### src/rtl/core/ppt_pkg.sv
package ppt_pkg;

    // Width of one slice of the multiplicand handled per multiplier cycle
    localparam int MUL_CHUNK = 32;

    // Sequencer states
    typedef enum logic [1:0] {
        S_IDLE,
        S_KSTART,
        S_TRIAL,
        S_MUL
    } t_state;

endpackage

### src/rtl/core/ppt_mul.sv
module ppt_mul #(
    parameter int A_BITS = 31,
    parameter int B_BITS = 16
) (
    input  logic                                    i_clk,
    input  logic                                    i_rst_n,
    input  logic                                    i_start,
    input  logic [A_BITS-1:0]                       i_a,
    input  logic [B_BITS-1:0]                       i_b,
    output logic                                    o_done,
    output logic [((A_BITS + ppt_pkg::MUL_CHUNK - 1) / ppt_pkg::MUL_CHUNK)
                  * ppt_pkg::MUL_CHUNK + B_BITS - 1:0] o_prod
);

    localparam int MW    = ppt_pkg::MUL_CHUNK;
    localparam int STEPS = (A_BITS + MW - 1) / MW;
    localparam int PADW  = STEPS * MW;
    localparam int PW    = PADW + B_BITS;
    localparam int SW    = (STEPS > 1) ? $clog2(STEPS) : 1;

    logic [PADW-1:0]      r_a;
    logic [B_BITS-1:0]    r_b;
    logic [PW-1:0]        r_acc;
    logic [PW-1:0]        n_acc;
    logic [SW-1:0]        r_left;
    logic                 r_busy;
    logic                 r_done;
    logic [MW+B_BITS-1:0] partial;

    // One chunk-by-base product per cycle, most significant chunk first
    assign partial = (MW + B_BITS)'(r_a[PADW-1 -: MW]) * (MW + B_BITS)'(r_b);
    assign n_acc   = (r_acc << MW) + PW'(partial);

    // Control
    always_ff @(posedge i_clk) begin
        if (!i_rst_n) begin
            r_busy <= 1'b0;
            r_done <= 1'b0;
            r_left <= '0;
        end else begin
            r_done <= 1'b0;
            if (i_start) begin
                r_busy <= 1'b1;
                r_left <= SW'(STEPS - 1);
            end else if (r_busy) begin
                if (r_left == '0) begin
                    r_busy <= 1'b0;
                    r_done <= 1'b1;
                end else begin
                    r_left <= r_left - 1'b1;
                end
            end
        end
    end

    // Operands and running sum
    always_ff @(posedge i_clk) begin
        if (i_start) begin
            r_a   <= PADW'(i_a) << (PADW - A_BITS);
            r_b   <= i_b;
            r_acc <= '0;
        end else if (r_busy) begin
            r_a   <= r_a << MW;
            r_acc <= n_acc;
        end
    end

    // Sum is shifted up by PADW-A_BITS bits through the padded operand; undo on output
    assign o_prod = r_acc >> (PADW - A_BITS);
    assign o_done = r_done;

endmodule

### src/rtl/core/perfect_power_test_core.sv
// Perfect power test: one transaction takes a signed VALUE_BITS-bit value and,
// after a variable number of cycles, pulses o_done for exactly one cycle with
// o_is_perfect_power set if the value equals b^k for some b >= 2, k >= 2.
// The receiver cannot stall, so o_is_perfect_power must be captured in the
// cycle o_done is high. busy is high from the accepting edge until the cycle
// o_done rises; a new start is taken in that same cycle. Negative values, zero
// and one never raise busy and give o_done in the next cycle. Otherwise every
// exponent k from 2 to VALUE_BITS-1 runs a bit-by-bit root search over
// (VALUE_BITS)/2 candidate bits; each candidate is raised to k through one
// shared multiplier, stopping early once the power passes the value. The time
// is set by that multiplier loop and is shorter when an exact root turns up
// early.
module perfect_power_test_core #(
    parameter int VALUE_BITS = 32
) (
    input  logic                  i_clk,
    input  logic                  i_rst_n,
    input  logic                  start,
    input  logic [VALUE_BITS-1:0] i_value,
    output logic                  busy,
    output logic                  o_done,
    output logic                  o_is_perfect_power
);

    localparam int AW    = VALUE_BITS - 1;
    localparam int BW    = (AW + 1) / 2;
    localparam int KW    = $clog2(VALUE_BITS);
    localparam int BIW   = $clog2(BW);
    localparam int MW    = ppt_pkg::MUL_CHUNK;
    localparam int PX    = ((AW + MW - 1) / MW) * MW + BW;

    ppt_pkg::t_state r_state, n_state;
    logic [AW-1:0]   r_n, n_n;
    logic [KW-1:0]   r_k, n_k;
    logic [KW-1:0]   r_cnt, n_cnt;
    logic [BIW-1:0]  r_bit, n_bit;
    logic [BW-1:0]   r_root, n_root;
    logic            r_done, n_done;
    logic            r_result, n_result;

    logic [BW-1:0]   cand;
    logic [PX-1:0]   n_ext;
    logic            mul_start;
    logic [AW-1:0]   mul_a;
    logic            mul_done;
    logic [PX-1:0]   mul_prod;
    logic            resolve;
    logic            keep;

    assign cand  = r_root | (BW'(1) << r_bit);
    assign n_ext = PX'(r_n);

    // Shared multiplier: running power times candidate base
    ppt_mul #(
        .A_BITS (AW),
        .B_BITS (BW)
    ) u_mul (
        .i_clk   (i_clk),
        .i_rst_n (i_rst_n),
        .i_start (mul_start),
        .i_a     (mul_a),
        .i_b     (cand),
        .o_done  (mul_done),
        .o_prod  (mul_prod)
    );

    // Control registers
    always_ff @(posedge i_clk) begin
        if (!i_rst_n) begin
            r_state <= ppt_pkg::S_IDLE;
            r_done  <= 1'b0;
        end else begin
            r_state <= n_state;
            r_done  <= n_done;
        end
    end

    // Datapath registers
    always_ff @(posedge i_clk) begin
        r_n      <= n_n;
        r_k      <= n_k;
        r_cnt    <= n_cnt;
        r_bit    <= n_bit;
        r_root   <= n_root;
        r_result <= n_result;
    end

    // Sequencer: exponent loop, root bit loop, power loop
    always_comb begin
        n_state   = r_state;
        n_n       = r_n;
        n_k       = r_k;
        n_cnt     = r_cnt;
        n_bit     = r_bit;
        n_root    = r_root;
        n_done    = 1'b0;
        n_result  = r_result;
        mul_start = 1'b0;
        mul_a     = AW'(cand);
        resolve   = 1'b0;
        keep      = 1'b0;

        unique case (r_state)
            ppt_pkg::S_IDLE: begin
                if (start) begin
                    n_n = i_value[AW-1:0];
                    // sign set, zero or one: never a perfect power
                    if (i_value[AW] || (i_value[AW-1:0] <= AW'(1))) begin
                        n_done   = 1'b1;
                        n_result = 1'b0;
                    end else begin
                        n_k     = KW'(2);
                        n_state = ppt_pkg::S_KSTART;
                    end
                end
            end
            ppt_pkg::S_KSTART: begin
                n_root  = '0;
                n_bit   = BIW'(BW - 1);
                n_state = ppt_pkg::S_TRIAL;
            end
            ppt_pkg::S_TRIAL: begin
                if (PX'(cand) > n_ext) begin
                    resolve = 1'b1;
                end else begin
                    mul_start = 1'b1;
                    mul_a     = AW'(cand);
                    n_cnt     = KW'(1);
                    n_state   = ppt_pkg::S_MUL;
                end
            end
            ppt_pkg::S_MUL: begin
                if (mul_done) begin
                    if (mul_prod > n_ext) begin
                        resolve = 1'b1;
                    end else if (r_cnt + 1'b1 == r_k) begin
                        if (mul_prod == n_ext) begin
                            n_done   = 1'b1;
                            n_result = 1'b1;
                            n_state  = ppt_pkg::S_IDLE;
                        end else begin
                            resolve = 1'b1;
                            keep    = 1'b1;
                        end
                    end else begin
                        mul_start = 1'b1;
                        mul_a     = mul_prod[AW-1:0];
                        n_cnt     = r_cnt + 1'b1;
                    end
                end
            end
            default: begin
                n_state = ppt_pkg::S_IDLE;
            end
        endcase

        // Trial finished: keep the bit if the power stayed below, then advance
        if (resolve) begin
            if (keep) begin
                n_root = cand;
            end
            if (r_bit == '0) begin
                if (r_k == KW'(AW)) begin
                    n_done   = 1'b1;
                    n_result = 1'b0;
                    n_state  = ppt_pkg::S_IDLE;
                end else begin
                    n_k     = r_k + 1'b1;
                    n_state = ppt_pkg::S_KSTART;
                end
            end else begin
                n_bit   = r_bit - 1'b1;
                n_state = ppt_pkg::S_TRIAL;
            end
        end
    end

    assign busy               = (r_state != ppt_pkg::S_IDLE);
    assign o_done             = r_done;
    assign o_is_perfect_power = r_result;

endmodule

### config.mk
export PLATFORM = sky130hd
export DESIGN_NAME = perfect_power_test_core
export DESIGN_NICKNAME = d
export VERILOG_FILES = /design/src/rtl/core/ppt_pkg.sv /design/src/rtl/core/ppt_mul.sv /design/src/rtl/core/perfect_power_test_core.sv
export SDC_FILE = /design/constraint.sdc
export NUM_CORES = 2
export LEC_CHECK = 0
export BUFFER_PORTS_ARGS = -buffer_cell sky130_fd_sc_hd__buf_2
export CAP_MARGIN = 40
export CELL_PAD_IN_SITES_DETAIL_PLACEMENT = 1
export CELL_PAD_IN_SITES_GLOBAL_PLACEMENT = 1
export CORE_ASPECT_RATIO = 0.8
export CORE_MARGIN = 3
export CORE_UTILIZATION = 52
export DETAILED_ROUTE_END_ITERATION = 10
export HOLD_SLACK_MARGIN = 0.05
export PLACE_DENSITY = 0.81
export SYNTH_ARGS = -nofsm -noshare
export SYNTH_HDL_FRONTEND = slang
export SYNTH_SLANG_ARGS = --single-unit
### constraint.sdc
create_clock -name i_clk -period 10.6 [get_ports i_clk]
set_input_delay 2.12 -clock i_clk [delete_from_list [all_inputs] [get_ports i_clk]]
set_output_delay 2.12 -clock i_clk [all_outputs]
set_load 0.02 [all_outputs]
# == Word-level counts from Yosys, hierarchy flattened ==
# Cells that the tools add are included.
# op_classes
add_sub_neg,5
mul,1
div_mod_pow,0
n_lt_le_gt_ge,3
eq_ne,17
shifts,1
n_mux,73
bitwise_logic,3
reduce_logical,11
# op_table
operator,n
$mux 31,4
$mux 32,2
$mux 5,10
$add 48x48->48,1
$mux 16,3
$eq 47x31->1,1
$gt 47x31->1,1
$mul 31x16->47,1
$mux 1,36
$gt 16x31->1,1
$le 31x1->1 const B,1
$mux 2,9
$ne 3x3->1 const B,6
$or 16x16->16,1
$shl 1x4->16 const A,1
$mux 4,3
$add 5x1->5 const B,2
$pmux 5 s2,1
$pmux 1 s2,4
$pmux 2 s4,1
$reduce_and 7->1,1
$ne 2x2->1 const B,3
$reduce_bool 2->1,3
$eq 5x5->1,1
other kinds (15),17
# word_totals
reg_bits,163
latchBits,0
ram_bits,0
romBits,0
input_bits,35
output_inout_bits,3
mem_count,0

# == Logic depth before layout (Yosys ltp) ==
# depth
word_depth,9
mapped_depth,35

# == Modules after synthesis ==
# A second synthesis with hierarchy kept.
# hier_totals
hier_cells,2596
hier_area_um2,23975.5
# by_module_without_submodules
module,instances,cells_per_inst,area_per_inst_um2,seq_area_each_um2
ppt_mul,1,2129,19467.4,2392.3
perfect_power_test_core,1,467,4508.1,1661.6

# == Worst setup path before layout ==
# Ideal clock, no wire load.
# synth_timing
path_kind,reg2reg
start,register u_mul.r_a[23]
end,register u_mul.r_acc[47]
setup_ps,86
arrival_time_ps,7998
slack_ps,2516
stages_incl_launch_ff,36
path_cell_list,edfxtp_1 -> clkbuf_1 -> nand2_1 -> fa_1 -> inv_1 -> fa_1 -> inv_1 -> fa_1 -> inv_1 -> fa_1 -> fa_1 -> inv_1 -> fa_1 -> inv_1 -> ha_1 -> clkbuf_1 -> a21oi_1 -> o21ai_1 -> a311oi_1 -> o21ai_1 -> or3b_1 -> o21a_1 -> a21oi_1 -> xnor2_1 -> ha_1 -> inv_1 -> fa_1 -> nor2b_1 -> o31ai_1 -> a21oi_1 -> a31oi_1 -> o211ai_1 -> mux2i_1 -> o311ai_0 -> xnor2_1 -> a211oi_1
# synth_via
elab_chain_len,2
# synth_lines
item,line_no,text
start: declaration,ppt_mul.sv:21,logic [PADW-1:0] r_a;
start signal: assignment,ppt_mul.sv:59,r_a <= PADW'(i_a) << (PADW - A_BITS);
start signal: assignment,ppt_mul.sv:63,r_a <= r_a << MW;
$mul 31x16->47,ppt_mul.sv:31,assign partial = (MW + B_BITS)'(r_a[PADW-1 -: MW]) * (MW + B_BITS)'(r_b);
$add 48x48->48,ppt_mul.sv:32,assign n_acc = (r_acc << MW) + PW'(partial);
end signal: assignment,ppt_mul.sv:64,r_acc <= n_acc;
end: declaration,ppt_mul.sv:23,logic [PW-1:0] r_acc;
# No other way between the ends.
# A chain may end at the register's enable or synchronous reset.

# == Worst setup path after layout ==
# layout_timing
start,register u_mul.r_b[9]
end,register u_mul.r_acc[47]
# layout_via
elab_chain_len,2
# layout_lines
item,line_no,text
start: declaration,ppt_mul.sv:22,logic [B_BITS-1:0] r_b;
start signal: assignment,ppt_mul.sv:60,r_b <= i_b;
$mul 31x16->47,ppt_mul.sv:31,
$add 48x48->48,ppt_mul.sv:32,
# No other way between the ends.

==> flow_metrics.env <==
export IMPL_maxCapViolCount=0
export IMPL_diodes=0
export IMPL_required_ps=10960
export IMPL_synth_top_family_by_area="adder cells"
export IMPL_hold_viol_final=0
export IMPL_initial_utilization_pct=53.22
export IMPL_syn_nets=3245
export IMPL_fill_cells=5201
export IMPL_finalSetupViolCount=0
export IMPL_finalWeightedCongestion=0.9233
export IMPL_postCtsSetupRepairBufs=0
export IMPL_die_x_um=245.4
export IMPL_cts_resized=0
export IMPL_dieHeight_um=197.5
export IMPL_syn_inst=2610
export IMPL_cpPeakStageDelay_ps=940
export IMPL_cts_sinks=161
export IMPL_grt_overflow=0
export IMPL_hold_buffers=0
export IMPL_yosysTopAreaCell="fa_1"
export IMPL_period_needed_ps=9534
export IMPL_cts_buffer_depth=2
export IMPL_drtAntennaViolNets=0
export IMPL_ys_seq_area_share_pct=17.00
export IMPL_fin_crit_sh_pct=89.94
export IMPL_status="finished, final reports clean"
export IMPL_critPathArrivalTime_ps=9890
export IMPL_synthAdderAreaFrac_pct=44.24
export IMPL_drive_gt1_share_pct=4.760
export IMPL_netlist_area_sq_um=23840
export IMPL_clkSlewWorstSetupHoldPaths_ps=70
export IMPL_grt_pass1_wl_um=116800
export IMPL_dp_hpwl_um=58260
export IMPL_yosys_mux_area_fraction_pct=1.805
export IMPL_ys_seq_elements=161
export IMPL_clk_latency_ps=450
export IMPL_areaGrowthSynthToFinish_pct=6.014
export IMPL_h_tree_depth=4
export IMPL_rows=69
export IMPL_first_global_vias=21155
export IMPL_first_iter_violations=1308
export IMPL_cts_root_buf="clkbuf_16"
export IMPL_dieArea_sq_um=48480
export IMPL_tightest_slew_ps=979.0
export IMPL_grtUsageTotal_pct=31.42
export IMPL_synth_xor_area_share_pct=2.351
export IMPL_totalWireLength_um=73330
export IMPL_synth_distinct_cells=74
export IMPL_synth_async_reset_ratio_pct=0
export IMPL_first_pass_iters=5
export IMPL_grt_setup_unrepaired="no"
export IMPL_crit_fanout=13
export IMPL_cts_buffers=17
export IMPL_antenna_found_initial=0
export IMPL_cpMaxStageDelayCell="edfxtp_1"
export IMPL_io_buffers=37
export IMPL_ys_flop_type="edfxtp_1"
export IMPL_max_slew_margin_pct=34.73
export IMPL_yosysWarnings=0
export IMPL_core_area_sq_um=44810
export IMPL_path_common_cell="fa_1"
export IMPL_synthSimpleGateAreaFrac_pct=17.30
export IMPL_end_kind="flip-flop"
export IMPL_min_path_type="flip-flop to flip-flop"
export IMPL_pin_count=38
export IMPL_drt_vias_per_instance=5.739
export IMPL_avgRoutedWirePerCell_um=22.86
export IMPL_synth_top_cells_by_area="fa_1 34%, edfxtp_1 10%, ha_1 10%"
export IMPL_yosysTopAreaCellShare_pct=34.00
export IMPL_startpoint_type="flip-flop"
export IMPL_fmax_mhz=104.9
export IMPL_drv_slew=0
export IMPL_synth_compound_area_share_pct=7.446
export IMPL_avgSynthCellArea_sq_um=9.136
export IMPL_drc=0
export IMPL_crit_type="flip-flop to flip-flop"
export IMPL_vias=18411
export IMPL_finalNetCount=3227
export IMPL_grt_max_degree=60
export IMPL_cts_tree="done"
export IMPL_timing_setup_tns_ps=0
export IMPL_skew_ps=13.86
export IMPL_synth_edff_count=83
[cell usage after synthesis (3+ instances only)]
library cell,n
o21bai_1,7
o31ai_1,5
a21boi_1,3
or3_1,4
edfxtp_1,83
nand3b_1,5
inv_1,502
a21o_1,48
ha_1,195
nand4_1,21
buf_2,7
nor2_1,93
o21a_1,8
o21ai_1,8
clkbuf_1,100
a21boi_0,3
nand2_1,398
nand3_1,27
nor4_1,14
o211ai_1,4
o21ai_0,55
and2_1,216
fa_1,405
a21oi_1,80
dfxtp_1,78
a31oi_1,8
xnor2_1,40
a211oi_1,17
nor2b_1,16
nand2b_1,20
buf_6,3
nor3_1,14
mux2i_1,43
o211a_1,3
and3_1,8
xor2_1,24
[worst paths after layout]
check / startpoint / endpoint / slack, ps / cells past startpoint
max reg2reg: u_mul.r_b[9] / u_mul.r_acc[47] / 1070 / 31
max: u_mul.r_b[9] / u_mul.r_acc[47] / 1070 / 31
min reg2reg: r_root[5] / r_root[5] / 450 / 1
min: r_root[5] / r_root[5] / 450 / 1
[worst max-delay path, delay by kind of cell, from the launching register on]
family	cells	cell delay, ps
adders and majority gates	8	3860
AOI/OAI and AO/OA	12	2900
DFF	1	940
and+or+nand+nor	4	680
buffers and inverters	4	470
xor gates and xnor gates	2	330
muxes	1	250
[routing by layer]
layer / global-route usage, % / part of all wire [%] / up-vias
li1: - / - / 8050
met1: 40.26 / 41 / 9720
met2: 54.44 / 49 / 489
met3: 5.157 / 5.6 / 150
met4: 10.43 / 3.5 / 2
met5: 0.9804 / 0.090 / -
[area by class of cell]
| class | count | area (sq um) | area share (%) |
|---|---|---|---|
| inverter | 503 | 1888 | 7.469 |
| multi-input combinational | 1833 | 17440 | 68.99 |
| clock buffer | 21 | 470.5 | 1.861 |
| timing repair buffer | 76 | 550.5 | 2.178 |
| sequential | 161 | 4055 | 16.04 |
| clock inverter | 11 | 118.9 | 0.4702 |
| tap | 603 | 754.5 | 2.985 |
[cells in the final DEF, fill, tap and decap left out, types with 4 or more instances in the layout]
cell and instances:
a211oi_1 17, a21o_1 48, a21oi_1 80, a31oi_1 8, and2_1 216, and3_1 8
buf_2 38, buf_4 33, clkbuf_16 17, dfxtp_1 77, edfxtp_1 83, fa_1 405
ha_1 195, inv_1 502, inv_6 5, mux2i_1 43, nand2_1 398, nand2b_1 20
nand3_1 27, nand3b_1 5, nand4_1 21, nor2_1 93, nor2b_1 16, nor3_1 14
nor4_1 14, o211ai_1 4, o21a_1 8, o21ai_0 55, o21ai_1 8, o21bai_1 7
o31ai_1 5, xnor2_1 40, xor2_1 24
[metrics by stage]
step | worst slack, ps | hold WS, ps | instances | utilization [%] | cell area (sq um)
5_1_grt | 501.8 | 463.6 | 3208 | 56.42 | 25280
3_5_place_dp | 1074 | 435.0 | 3174 | 55.03 | 24660
3_3_place_gp | 1434 | 424.2 | 3170 | 54.84 | 24570
4_1_cts | 1022 | 451.4 | 3206 | 56.34 | 25250
6_report | 1066 | 451.0 | 3208 | 56.42 | 25280
2_1_floorplan | 2516 | 417.2 | 2610 | - | 23840
[logic make-up after synthesis]
logic type | count (synthesis)
muxes | 43
xor gates and xnor gates | 64
buffers and inverters | 616
DFF | 161
AOI/OAI and AO/OA | 274
and+or+nand+nor | 852
adders and majority gates | 600
[registers in the layout, summed over array words and instances (netlist names)]
| name | cells |
|---|---|
| u_mul.r_a | 31 |
| r_n | 31 |
| o_is_perfect_power | 1 |
| r_bit | 4 |
| u_mul.o_done | 1 |
| r_state | 2 |
| u_mul.r_busy | 1 |
| o_done | 1 |
| u_mul.r_acc | 47 |
| r_cnt | 5 |
| u_mul.r_b | 16 |
| r_root | 16 |
| r_k | 5 |
Power is not shown: default switching activity piles up to over one toggle a cycle in this logic, so the estimate is an artifact.
